<file path="src/rtl/core/cvq_pkg.sv">
// ----------------------------------------------------------------------------
// Color-block VQ decoder package
// Shared widths, register indexes, block command types and color helpers.
// ----------------------------------------------------------------------------
package cvq_pkg;

    localparam int CFG_W       = 10;
    localparam int CFG_ADDR_W  = 2;
    localparam int CFG_MAX     = 1023;
    localparam int POS_W       = 11;
    localparam int SKIP_W      = 10;
    localparam int COORD_W     = 11;
    localparam int VALUE_W     = 24;
    localparam int NUM_COLORS  = 8;
    localparam int QUEUE_DEPTH = 2;

    localparam logic [CFG_ADDR_W-1:0] REG_BLOCKS_WIDE = 2'd0;
    localparam logic [CFG_ADDR_W-1:0] REG_BLOCKS_HIGH = 2'd1;
    localparam logic [CFG_ADDR_W-1:0] REG_PIXEL_MODE  = 2'd2;

    localparam logic [5:0] SKIP_PREFIX   = 6'b100001;
    localparam logic [7:0] EIGHT_CODE_HI = 8'h90;

    typedef enum logic [1:0] {
        KIND_FILL,
        KIND_TWO,
        KIND_EIGHT
    } t_kind;

    typedef struct packed {
        t_kind                               kind;
        logic                                mode;
        logic [15:0]                         flags;
        logic [VALUE_W-1:0]                  fill;
        logic [NUM_COLORS-1:0][15:0]         colors;
        logic [COORD_W-1:0]                  xbase;
        logic [COORD_W-1:0]                  ybase;
    } t_cmd;

    typedef struct packed {
        logic valid;
        t_cmd cmd;
    } t_cmd_push;

    function automatic logic [VALUE_W-1:0] widen555(input logic [15:0] c);
        return {c[14:10], 3'b000, c[9:5], 3'b000, c[4:0], 3'b000};
    endfunction

endpackage

</file>
<file path="src/rtl/core/cvq_front.sv">
// ----------------------------------------------------------------------------
// Color-block VQ decoder front end
// Holds the configuration, parses the byte stream, tracks the block position
// and hands one command per decoded block to the command queue.
// ----------------------------------------------------------------------------
module cvq_front import cvq_pkg::*; #(
    parameter int MAX_BLOCKS_WIDE = 512,
    parameter int MAX_BLOCKS_HIGH = 512
) (
    input  logic                  i_clk,
    input  logic                  i_rst_n,
    input  logic                  i_cfg_we,
    input  logic [CFG_ADDR_W-1:0] i_cfg_addr,
    input  logic [CFG_W-1:0]      i_cfg_data,
    input  logic                  i_push,
    input  logic [7:0]            i_data_byte,
    input  logic                  i_frame_start,
    output logic                  o_full,
    input  logic                  i_q_full,
    output t_cmd_push             o_cmd_push
);

    localparam int MaxWide = (MAX_BLOCKS_WIDE > CFG_MAX) ? CFG_MAX : MAX_BLOCKS_WIDE;
    localparam int MaxHigh = (MAX_BLOCKS_HIGH > CFG_MAX) ? CFG_MAX : MAX_BLOCKS_HIGH;
    localparam logic [CFG_W-1:0] MaxWideC = CFG_W'(MaxWide);
    localparam logic [CFG_W-1:0] MaxHighC = CFG_W'(MaxHigh);

    typedef enum logic [1:0] {
        PH_CODE_LO,
        PH_CODE_HI,
        PH_COLORS,
        PH_SKIP
    } t_phase;

    logic [CFG_W-1:0]  r_blocks_wide;
    logic [CFG_W-1:0]  r_blocks_high;
    logic              r_pixel_mode;
    t_phase            r_phase, n_phase;
    logic [3:0]        r_k, n_k;
    logic [15:0]       r_code, n_code;
    logic [POS_W-1:0]  r_col, n_col;
    logic [POS_W-1:0]  r_row, n_row;
    logic [SKIP_W-1:0] r_skip, n_skip;
    logic              r_active, n_active;
    logic [NUM_COLORS-1:0][15:0] r_colors, n_colors;

    logic [CFG_W-1:0]  w_wide_c;
    logic [CFG_W-1:0]  w_high_c;
    logic [POS_W-1:0]  w_eff_w;
    logic [POS_W-1:0]  w_eff_h;
    logic              w_take;

    logic              adv_en;
    logic [SKIP_W-1:0] adv_n;
    logic [POS_W-1:0]  adv_rem;
    logic [POS_W-1:0]  adv_col;
    logic [POS_W-1:0]  adv_row;
    logic [SKIP_W-1:0] adv_rest;
    logic              adv_drop;

    t_cmd_push         w_push;

    always_comb begin
        w_wide_c = r_blocks_wide;
        if (r_blocks_wide == '0) begin
            w_wide_c = CFG_W'(1);
        end else if (r_blocks_wide > MaxWideC) begin
            w_wide_c = MaxWideC;
        end
        w_high_c = r_blocks_high;
        if (r_blocks_high == '0) begin
            w_high_c = CFG_W'(1);
        end else if (r_blocks_high > MaxHighC) begin
            w_high_c = MaxHighC;
        end
    end

    assign w_eff_w = POS_W'(w_wide_c);
    assign w_eff_h = POS_W'(w_high_c);
    assign o_full  = (r_phase == PH_SKIP) || i_q_full;
    assign w_take  = i_push && !o_full;

    // Advances the block position by up to one block row per cycle.
    always_comb begin
        adv_rem  = (r_col >= w_eff_w) ? POS_W'(1) : (w_eff_w - r_col);
        adv_col  = r_col;
        adv_row  = r_row;
        adv_rest = '0;
        adv_drop = 1'b0;
        if (adv_en) begin
            if (POS_W'(adv_n) >= adv_rem) begin
                adv_col  = '0;
                adv_row  = r_row + POS_W'(1);
                adv_rest = adv_n - SKIP_W'(adv_rem);
                adv_drop = (r_row + POS_W'(1)) >= w_eff_h;
            end else begin
                adv_col = r_col + POS_W'(adv_n);
            end
        end
    end

    always_comb begin
        logic              v_active;
        t_phase            v_phase;
        logic [POS_W-1:0]  v_col;
        logic [POS_W-1:0]  v_row;
        logic [15:0]       v_code;
        logic [4:0]        v_k_new;
        logic [4:0]        v_need;
        t_kind             v_kind;
        logic [POS_W-1:0]  v_yrow;

        n_phase  = r_phase;
        n_k      = r_k;
        n_code   = r_code;
        n_col    = r_col;
        n_row    = r_row;
        n_skip   = r_skip;
        n_active = r_active;
        n_colors = r_colors;
        adv_en   = 1'b0;
        adv_n    = '0;
        v_code   = {i_data_byte, r_code[7:0]};
        v_k_new  = 5'(r_k) + 5'd1;
        v_need   = 5'd4;
        v_kind   = KIND_TWO;
        v_yrow   = w_eff_h - POS_W'(1) - r_row;
        v_active = i_frame_start ? 1'b1 : r_active;
        v_phase  = i_frame_start ? PH_CODE_LO : r_phase;
        v_col    = i_frame_start ? '0 : r_col;
        v_row    = i_frame_start ? '0 : r_row;

        w_push.valid        = 1'b0;
        w_push.cmd.kind     = KIND_FILL;
        w_push.cmd.mode     = r_pixel_mode;
        w_push.cmd.flags    = r_code;
        w_push.cmd.fill     = '0;
        w_push.cmd.colors   = r_colors;
        w_push.cmd.xbase    = {r_col[COORD_W-3:0], 2'b00};
        w_push.cmd.ybase    = {v_yrow[COORD_W-3:0], 2'b00};

        if (r_phase == PH_SKIP) begin
            adv_en = 1'b1;
            adv_n  = r_skip;
            n_col  = adv_col;
            n_row  = adv_row;
            n_skip = adv_rest;
            if (adv_drop) begin
                n_active = 1'b0;
            end
            if (adv_drop || (adv_rest == '0)) begin
                n_phase = PH_CODE_LO;
            end
        end else if (w_take) begin
            if (i_frame_start) begin
                n_phase  = PH_CODE_LO;
                n_code   = '0;
                n_col    = '0;
                n_row    = '0;
                n_active = 1'b1;
            end
            if (v_active) begin
                case (v_phase)
                    PH_CODE_LO: begin
                        if (v_col >= w_eff_w) begin
                            v_col = '0;
                            v_row = v_row + POS_W'(1);
                        end
                        n_col = v_col;
                        n_row = v_row;
                        if (v_row >= w_eff_h) begin
                            n_active = 1'b0;
                        end else begin
                            n_code  = {8'h00, i_data_byte};
                            n_phase = PH_CODE_HI;
                        end
                    end
                    PH_CODE_HI: begin
                        n_code = v_code;
                        if (i_data_byte[7:2] == SKIP_PREFIX) begin
                            n_skip  = {i_data_byte[1:0], r_code[7:0]};
                            if (n_skip == '0) begin
                                n_skip = SKIP_W'(1);
                            end
                            n_phase = PH_SKIP;
                        end else if (!i_data_byte[7] ||
                                     (r_pixel_mode && (i_data_byte >= EIGHT_CODE_HI))) begin
                            n_phase = PH_COLORS;
                            n_k     = '0;
                        end else begin
                            w_push.valid    = 1'b1;
                            w_push.cmd.kind = KIND_FILL;
                            w_push.cmd.fill = r_pixel_mode ? {16'h0000, r_code[7:0]}
                                                           : widen555(v_code);
                            adv_en  = 1'b1;
                            adv_n   = SKIP_W'(1);
                            n_col   = adv_col;
                            n_row   = adv_row;
                            n_phase = PH_CODE_LO;
                            if (adv_drop) begin
                                n_active = 1'b0;
                            end
                        end
                    end
                    PH_COLORS: begin
                        if (r_pixel_mode) begin
                            n_colors[r_k[2:0]] = {8'h00, i_data_byte};
                            if (!r_code[15]) begin
                                v_kind = KIND_TWO;
                                v_need = 5'd2;
                            end else begin
                                v_kind = KIND_EIGHT;
                                v_need = 5'd8;
                            end
                        end else begin
                            if (r_k[0]) begin
                                n_colors[r_k[3:1]][15:8] = i_data_byte;
                            end else begin
                                n_colors[r_k[3:1]][7:0] = i_data_byte;
                            end
                            if ((v_k_new >= 5'd4) && r_colors[0][15]) begin
                                v_kind = KIND_EIGHT;
                                v_need = 5'd16;
                            end
                        end
                        if (v_k_new >= v_need) begin
                            w_push.valid      = 1'b1;
                            w_push.cmd.kind   = v_kind;
                            w_push.cmd.colors = n_colors;
                            adv_en  = 1'b1;
                            adv_n   = SKIP_W'(1);
                            n_col   = adv_col;
                            n_row   = adv_row;
                            n_phase = PH_CODE_LO;
                            if (adv_drop) begin
                                n_active = 1'b0;
                            end
                        end else begin
                            n_k = v_k_new[3:0];
                        end
                    end
                    default: begin
                    end
                endcase
            end
        end
        o_cmd_push = w_push;
    end

    always_ff @(posedge i_clk) begin
        if (!i_rst_n) begin
            r_blocks_wide <= CFG_W'(80);
            r_blocks_high <= CFG_W'(60);
            r_pixel_mode  <= 1'b0;
            r_phase       <= PH_CODE_LO;
            r_k           <= '0;
            r_code        <= '0;
            r_col         <= '0;
            r_row         <= '0;
            r_skip        <= '0;
            r_active      <= 1'b0;
        end else begin
            if (i_cfg_we) begin
                case (i_cfg_addr)
                    REG_BLOCKS_WIDE: r_blocks_wide <= i_cfg_data;
                    REG_BLOCKS_HIGH: r_blocks_high <= i_cfg_data;
                    REG_PIXEL_MODE:  r_pixel_mode  <= i_cfg_data[0];
                    default: begin
                    end
                endcase
            end
            r_phase  <= n_phase;
            r_k      <= n_k;
            r_code   <= n_code;
            r_col    <= n_col;
            r_row    <= n_row;
            r_skip   <= n_skip;
            r_active <= n_active;
        end
    end

    always_ff @(posedge i_clk) begin
        r_colors <= n_colors;
    end

endmodule

</file>
<file path="src/rtl/core/cvq_queue.sv">
// ----------------------------------------------------------------------------
// Color-block VQ decoder command queue
// Short queue of block commands between the parser and the pixel generator.
// ----------------------------------------------------------------------------
module cvq_queue import cvq_pkg::*; (
    input  logic      i_clk,
    input  logic      i_rst_n,
    input  t_cmd_push i_push,
    input  logic      i_pop,
    output t_cmd      o_head,
    output logic      o_empty,
    output logic      o_full
);

    localparam int PtrW = (QUEUE_DEPTH > 1) ? $clog2(QUEUE_DEPTH) : 1;
    localparam int CntW = $clog2(QUEUE_DEPTH + 1);

    t_cmd            r_mem [QUEUE_DEPTH];
    logic [PtrW-1:0] r_wr_ptr;
    logic [PtrW-1:0] r_rd_ptr;
    logic [CntW-1:0] r_count;
    logic            w_wr;
    logic            w_rd;

    assign o_empty = (r_count == '0);
    assign o_full  = (r_count == CntW'(QUEUE_DEPTH));
    assign o_head  = r_mem[r_rd_ptr];
    assign w_wr    = i_push.valid && !o_full;
    assign w_rd    = i_pop && !o_empty;

    always_ff @(posedge i_clk) begin
        if (!i_rst_n) begin
            r_wr_ptr <= '0;
            r_rd_ptr <= '0;
            r_count  <= '0;
        end else begin
            if (w_wr) begin
                r_wr_ptr <= (r_wr_ptr == PtrW'(QUEUE_DEPTH - 1)) ? '0 : r_wr_ptr + PtrW'(1);
            end
            if (w_rd) begin
                r_rd_ptr <= (r_rd_ptr == PtrW'(QUEUE_DEPTH - 1)) ? '0 : r_rd_ptr + PtrW'(1);
            end
            if (w_wr && !w_rd) begin
                r_count <= r_count + CntW'(1);
            end else if (w_rd && !w_wr) begin
                r_count <= r_count - CntW'(1);
            end
        end
    end

    always_ff @(posedge i_clk) begin
        if (w_wr) begin
            r_mem[r_wr_ptr] <= i_push.cmd;
        end
    end

endmodule

</file>
<file path="src/rtl/core/cvq_back.sv">
// ----------------------------------------------------------------------------
// Color-block VQ decoder pixel generator
// Expands the oldest block command into sixteen registered pixel writes.
// ----------------------------------------------------------------------------
module cvq_back import cvq_pkg::*; (
    input  logic               i_clk,
    input  logic               i_rst_n,
    input  t_cmd               i_head,
    input  logic               i_q_empty,
    output logic               o_q_pop,
    output logic               empty,
    input  logic               pop,
    output logic [COORD_W-1:0] o_pixel_x,
    output logic [COORD_W-1:0] o_pixel_y,
    output logic [VALUE_W-1:0] o_pixel_value,
    output logic               o_block_last
);

    logic [3:0]         r_idx;
    logic               r_out_valid;
    logic [COORD_W-1:0] r_x;
    logic [COORD_W-1:0] r_y;
    logic [VALUE_W-1:0] r_value;
    logic               r_last;

    logic               w_adv;
    logic [2:0]         w_sel;
    logic [15:0]        w_color;
    logic [VALUE_W-1:0] w_value;
    logic               w_eight;
    logic [1:0]         w_yoff;

    assign w_adv   = !i_q_empty && (!r_out_valid || pop);
    assign o_q_pop = w_adv && (r_idx == 4'hF);
    assign w_eight = (i_head.kind == KIND_EIGHT);
    assign w_sel   = {w_eight && r_idx[3], w_eight && r_idx[1], !i_head.flags[r_idx]};
    assign w_color = i_head.colors[w_sel];
    assign w_yoff  = ~r_idx[3:2];

    always_comb begin
        case (i_head.kind)
            KIND_FILL: w_value = i_head.fill;
            KIND_TWO, KIND_EIGHT: begin
                w_value = i_head.mode ? {16'h0000, w_color[7:0]} : widen555(w_color);
            end
            default: w_value = i_head.fill;
        endcase
    end

    always_ff @(posedge i_clk) begin
        if (!i_rst_n) begin
            r_idx       <= '0;
            r_out_valid <= 1'b0;
        end else begin
            if (w_adv) begin
                r_idx       <= r_idx + 4'd1;
                r_out_valid <= 1'b1;
            end else if (pop) begin
                r_out_valid <= 1'b0;
            end
        end
    end

    always_ff @(posedge i_clk) begin
        if (w_adv) begin
            r_x     <= i_head.xbase + COORD_W'(r_idx[1:0]);
            r_y     <= i_head.ybase + COORD_W'(w_yoff);
            r_value <= w_value;
            r_last  <= (r_idx == 4'hF);
        end
    end

    assign empty         = !r_out_valid;
    assign o_pixel_x     = r_x;
    assign o_pixel_y     = r_y;
    assign o_pixel_value = r_value;
    assign o_block_last  = r_last;

endmodule

</file>
<file path="src/rtl/core/color_block_vq_frame_decoder.sv">
// ----------------------------------------------------------------------------
// Color-block VQ frame decoder
// Decodes a stream of compressed frame bytes into pixel writes of 4x4 blocks.
// ----------------------------------------------------------------------------
// The input side is a queue: a byte transfers on a clock edge with push high
// and full low, frame_start marking the first byte of a frame. The result
// side is a queue too: while empty is low one pixel write is on the ports
// and it transfers on an edge with pop high. Configuration is a plain write
// port with no wait states. A byte that completes a block writes its command
// into the queue; the pixel generator turns it into sixteen registered pixel
// writes, one pixel per cycle while pop is high. The parser takes one byte per
// cycle while the two-entry command queue has room and no skip is pending, so
// it runs ahead by up to two blocks. A skip code holds full high while the
// parser steps over the skipped blocks row by row. When the receiver stalls,
// the output register holds and the queue fills, and then full rises. Reset
// restores the register defaults, empties the queue and the output and leaves
// the decoder idle until a byte with frame_start arrives.
// ----------------------------------------------------------------------------
module color_block_vq_frame_decoder import cvq_pkg::*; #(
    parameter int MAX_BLOCKS_WIDE = 512,
    parameter int MAX_BLOCKS_HIGH = 512
) (
    input  logic                  i_clk,
    input  logic                  i_rst_n,
    input  logic                  i_cfg_we,
    input  logic [CFG_ADDR_W-1:0] i_cfg_addr,
    input  logic [CFG_W-1:0]      i_cfg_data,
    input  logic                  push,
    output logic                  full,
    input  logic [7:0]            i_data_byte,
    input  logic                  i_frame_start,
    output logic                  empty,
    input  logic                  pop,
    output logic [COORD_W-1:0]    o_pixel_x,
    output logic [COORD_W-1:0]    o_pixel_y,
    output logic [VALUE_W-1:0]    o_pixel_value,
    output logic                  o_block_last
);

    t_cmd_push w_cmd_push;
    t_cmd      w_head;
    logic      w_q_empty;
    logic      w_q_full;
    logic      w_q_pop;

    cvq_front #(
        .MAX_BLOCKS_WIDE(MAX_BLOCKS_WIDE),
        .MAX_BLOCKS_HIGH(MAX_BLOCKS_HIGH)
    ) u_front (
        .i_clk        (i_clk),
        .i_rst_n      (i_rst_n),
        .i_cfg_we     (i_cfg_we),
        .i_cfg_addr   (i_cfg_addr),
        .i_cfg_data   (i_cfg_data),
        .i_push       (push),
        .i_data_byte  (i_data_byte),
        .i_frame_start(i_frame_start),
        .o_full       (full),
        .i_q_full     (w_q_full),
        .o_cmd_push   (w_cmd_push)
    );

    cvq_queue u_queue (
        .i_clk  (i_clk),
        .i_rst_n(i_rst_n),
        .i_push (w_cmd_push),
        .i_pop  (w_q_pop),
        .o_head (w_head),
        .o_empty(w_q_empty),
        .o_full (w_q_full)
    );

    cvq_back u_back (
        .i_clk        (i_clk),
        .i_rst_n      (i_rst_n),
        .i_head       (w_head),
        .i_q_empty    (w_q_empty),
        .o_q_pop      (w_q_pop),
        .empty        (empty),
        .pop          (pop),
        .o_pixel_x    (o_pixel_x),
        .o_pixel_y    (o_pixel_y),
        .o_pixel_value(o_pixel_value),
        .o_block_last (o_block_last)
    );

`ifndef SYNTHESIS
    a_no_push_when_full: assert property (@(posedge i_clk) disable iff (!i_rst_n)
        !(w_cmd_push.valid && w_q_full))
        else $error("Block command produced while the command queue is full.");

    a_last_pixel_corner: assert property (@(posedge i_clk) disable iff (!i_rst_n)
        (!empty && o_block_last) |-> (o_pixel_x[1:0] == 2'b11 && o_pixel_y[1:0] == 2'b00))
        else $error("Last pixel of a block is not its top right corner.");

    a_pop_only_at_block_end: assert property (@(posedge i_clk) disable iff (!i_rst_n)
        w_q_pop |=> (!empty && o_block_last))
        else $error("Command retired without presenting the last pixel of its block.");
`endif

endmodule
</file>
<file path="config.mk">
export PLATFORM = sky130hd
export DESIGN_NAME = color_block_vq_frame_decoder
export DESIGN_NICKNAME = d
export VERILOG_FILES = /design/src/rtl/core/cvq_pkg.sv /design/src/rtl/core/cvq_front.sv /design/src/rtl/core/cvq_queue.sv /design/src/rtl/core/cvq_back.sv /design/src/rtl/core/color_block_vq_frame_decoder.sv
export SDC_FILE = /design/constraint.sdc
export NUM_CORES = 1
export LEC_CHECK = 0
export CORE_MARGIN = 3
export CORE_UTILIZATION = 60
export CTS_CLUSTER_SIZE = 16
export DETAILED_ROUTE_END_ITERATION = 12
export DONT_BUFFER_PORTS = 1
export PLACE_DENSITY = 0.76
export SYNTH_ARGS = -nofsm -noshare
export SYNTH_HDL_FRONTEND = slang
export SYNTH_SLANG_ARGS = --single-unit
</file>
<file path="constraint.sdc">
create_clock -name i_clk -period 13.5 [get_ports i_clk]
set_input_delay 0 -clock i_clk [delete_from_list [all_inputs] [get_ports i_clk]]
set_output_delay 0 -clock i_clk [all_outputs]
set_load 0.01 [all_outputs]
</file>
==> reports/summary.txt <==
Status -> finished, final reports clean
Slowest-stage cell, CP -> dfxtp_1
Filler cell count in the final layout -> 3,359
LEAKAGE -> 10.7 nW
Resized Gates After CTS -> 0
Worst-Skew Late Latency -> 0.65 ns
Netlist cell types -> 85
Max Transition Viols Final -> 0
Clock root buffer -> clkbuf_16
Wire per inst -> 24.5 um
Critical path launch point -> u_front.r_k[0]
First-pass GRT wire length -> 111,000 um
Placer congestion estimate -> 0.881
Drt total wl -> 71,600 um
Setup Buffers After CTS -> 0
Final #Nets -> 2,366
Netlist Area Pre-Place -> 29,400 um2
Htree depth -> 2
Final Instance Count excl. Fillers -> 2,922
Cell with the most instances after synthesis -> edfxtp_1
Synth Flop Type -> edfxtp_1
Clock tree buffer depth -> 3
Post-layout minimum cycle time -> 6.06 ns
Die X -> 227 um
Most used cell, CP -> inv_1
Fin Hold WS -> 0.0373 ns
Yosys warnings -> 0
Layout cells sized above 1 -> 0.178
Worst min-delay path startpoint -> i_frame_start
Crit path largest cell delay -> 0.68 ns
Placeable Area -> 48,000 um2
Final Cycle Share -> 0.449
Crit. End Element -> flop
Post-route DRC violation count -> 0
Part of the Yosys area used for sequential elements -> 0.582
Critical Setup Path Class -> reg -> reg
Setup-failing EPs final -> 0
Placed insts -> 2,747
Worst slack, placed -> 7.61 ns
DRT antenna net count -> 0
Starting Density -> 0.611
CP required -> 14.07 ns
Area after DPL -> 29,800 um2
Total global-route track usage -> 0.282
CTS sink count -> 598
Port-buffer cells -> 0
Die footprint -> 51,600 um2
HP Class -> in -> reg
VDD IR max -> 0.108 mV
Worst EP arrival -> 6.62 ns
Overflow after GRT -> 0
Hpwl dp -> 44,300 um
Rel. slew slack -> 0.0809
Syn_area_per_cell -> 13.2 um2
CTS tree -> done
Final worst slack -> 7.44 ns
Chip Height -> 227 um
Layout Skew -> 0.0222 ns
Num CTS Buffers -> 59
Area share of the largest cell type after synthesis -> 0.524
Critical-path maximum fanout -> 18
Synth Register Bits -> 598
Total power -> 3.76 mW
Post-synth ARST share -> 0
Pin count of the biggest net entering global routing -> 93
Routed vias/inst -> 6.48
Unrepaired setup endpoints after global routing -> false
First DRT Iteration DRCs -> 2,302
Reg-to-reg critical path startpoint -> u_front.r_k[0]
Worst-margin pin slew -> 1.37 ns
Vias in the first global route -> 18,835
Setup TNS -> 0 ns
Hold Vio Cnt, Final -> 0
Post-synth EDFFs -> 512
Area Overhead vs Synth -> 10.2%
Max frequency -> 0.165 GHz
Worst-path clk slew -> 0.07 ns
Pwr/cell area -> 116 nW/um2
CP startpoint kind -> flop
Vias -> 18,940
Post-route core utilization -> 0.673
Initial antenna violation count -> 4
IO Pins -> 75
Drt first pass iters -> 5
Cts hold-fix bufs -> 61
Cell taking the most area after synthesis -> edfxtp_1
Synth area leaders -> edfxtp_1 (52%), mux2_2 (8.5%), dfxtp_1 (5.9%), mux4_2 (4.1%), mux2i_1 (3.6%)
Mapped Cells -> 2,227
Finished layout cell area -> 32,400 um2
Row cnt -> 80
Number of max-cap violations -> 0
Top post-synthesis cells by count -> edfxtp_1 (512), mux2_2 (221), nand2_1 (202)
==> critical path: cells and delay by family, from the launching register on <==
kind | cells | cell delay, ns
AOI/OAI and AO/OA | 8 | 2.02
buffers and inverters | 4 | 0.29
muxes | 1 | 0.18
xor gates and xnor gates | 1 | 0.14
and+or+nand+nor | 7 | 1.52
DFF | 1 | 0.68
adders and majority gates | 4 | 1.16
==> metal layers <==
layer / vias to the layer above / track usage / share of wire / routed length, um
li1: 8511 / - / - / -
met5: - / 0 / 0 / 0
met3: 150 / 0.0551 / 0.086 / 6190
met1: 9441 / 0.412 / 0.43 / 30900
met2: 838 / 0.431 / 0.45 / 32400
met4: 0 / 0.0925 / 0.029 / 2110
==> cell type report <==
cell class,instances,area (um2),area share
well taps,615,769,0.0238
clock buffers,66,1500,0.0464
multi-input cells,1439,11500,0.355
diodes,7,17.5,0.000541
flip-flops and latches,598,17100,0.529
clock inverters,41,362,0.0112
repair buffers,83,846,0.0261
inverters,73,277,0.00855
==> kinds of logic (layout without fill, tap and decap cells) <==
| group | count (synthesis) | count (layout) | share of synthesized area |
|---|---|---|---|
| multiplexers | 388 | 388 | 0.167 |
| XOR/XNOR | 57 | 57 | 0.0170 |
| flip-flops | 598 | 598 | 0.582 |
| other | 1 | 13 | 0.000128 |
| buffers and inverters | 195 | 263 | 0.0286 |
| AND/OR/NAND/NOR | 535 | 535 | 0.0845 |
| adder cells (fa/ha/maj) | 86 | 86 | 0.0377 |
| AO/OA/AOI/OAI | 367 | 367 | 0.0832 |
==> placed cells by master, fill, tap and decap left out, types with 9 or more instances in the layout <==
cell / instances
and2_1: 15
nand3_1: 35
mux4_2: 53
edfxtp_1: 512
o21a_1: 9
o221ai_1: 10
inv_1: 67
nand2b_1: 12
dfxtp_1: 84
clkbuf_16: 59
or3_1: 13
a31oi_1: 15
a21oi_1: 79
xnor2_1: 43
mux2i_1: 107
and3_1: 30
nor3_1: 30
dlygate4sd3_1: 54
clkinv_1: 20
a21o_1: 26
buf_4: 22
nor2_1: 128
o21ai_0: 96
mux2_2: 221
a211oi_1: 9
nor2b_1: 21
nand2_1: 202
nor4_1: 9
a22o_1: 23
xor2_1: 14
ha_1: 82
==> flip-flops by register name (all words and copies together) (netlist names), named ones only <==
| signal | count |
|---|---|
| u_back.o_block_last | 1 |
| u_back.o_pixel_value | 18 |
| u_back.o_pixel_x | 11 |
| u_back.o_pixel_y | 11 |
| u_back.r_idx | 4 |
| u_back.r_out_valid | 1 |
| u_front.r_active | 1 |
| u_front.r_blocks_high | 10 |
| u_front.r_blocks_wide | 10 |
| u_front.r_code | 16 |
| u_front.r_col | 11 |
| u_front.r_colors | 120 |
| u_front.r_k | 4 |
| u_front.r_phase | 2 |
| u_front.r_pixel_mode | 1 |
| u_front.r_row | 11 |
| u_front.r_skip | 10 |
| u_queue.r_count | 2 |
| u_queue.r_mem | 350 |
| u_queue.r_rd_ptr | 1 |
| u_queue.r_wr_ptr | 1 |
==> worst paths after layout <==
check,to,slack [ns],cells after the start
worst max-delay path,u_front.r_phase[0],7.44,25
worst min-delay path,u_front.r_phase[1],0.04,5
worst max register to register,u_front.r_phase[0],7.44,25
worst min register to register,u_queue.r_mem[0][183],0.46,0
==> power breakdown <==
group	switching, mW	internal (mW)	total [mW]
Clock	0.720	0.865	1.59
Combinational	0.109	0.0640	0.173
Sequential	0.00902	1.99	2.00
Note: power is estimated with default switching activity, not from simulation.
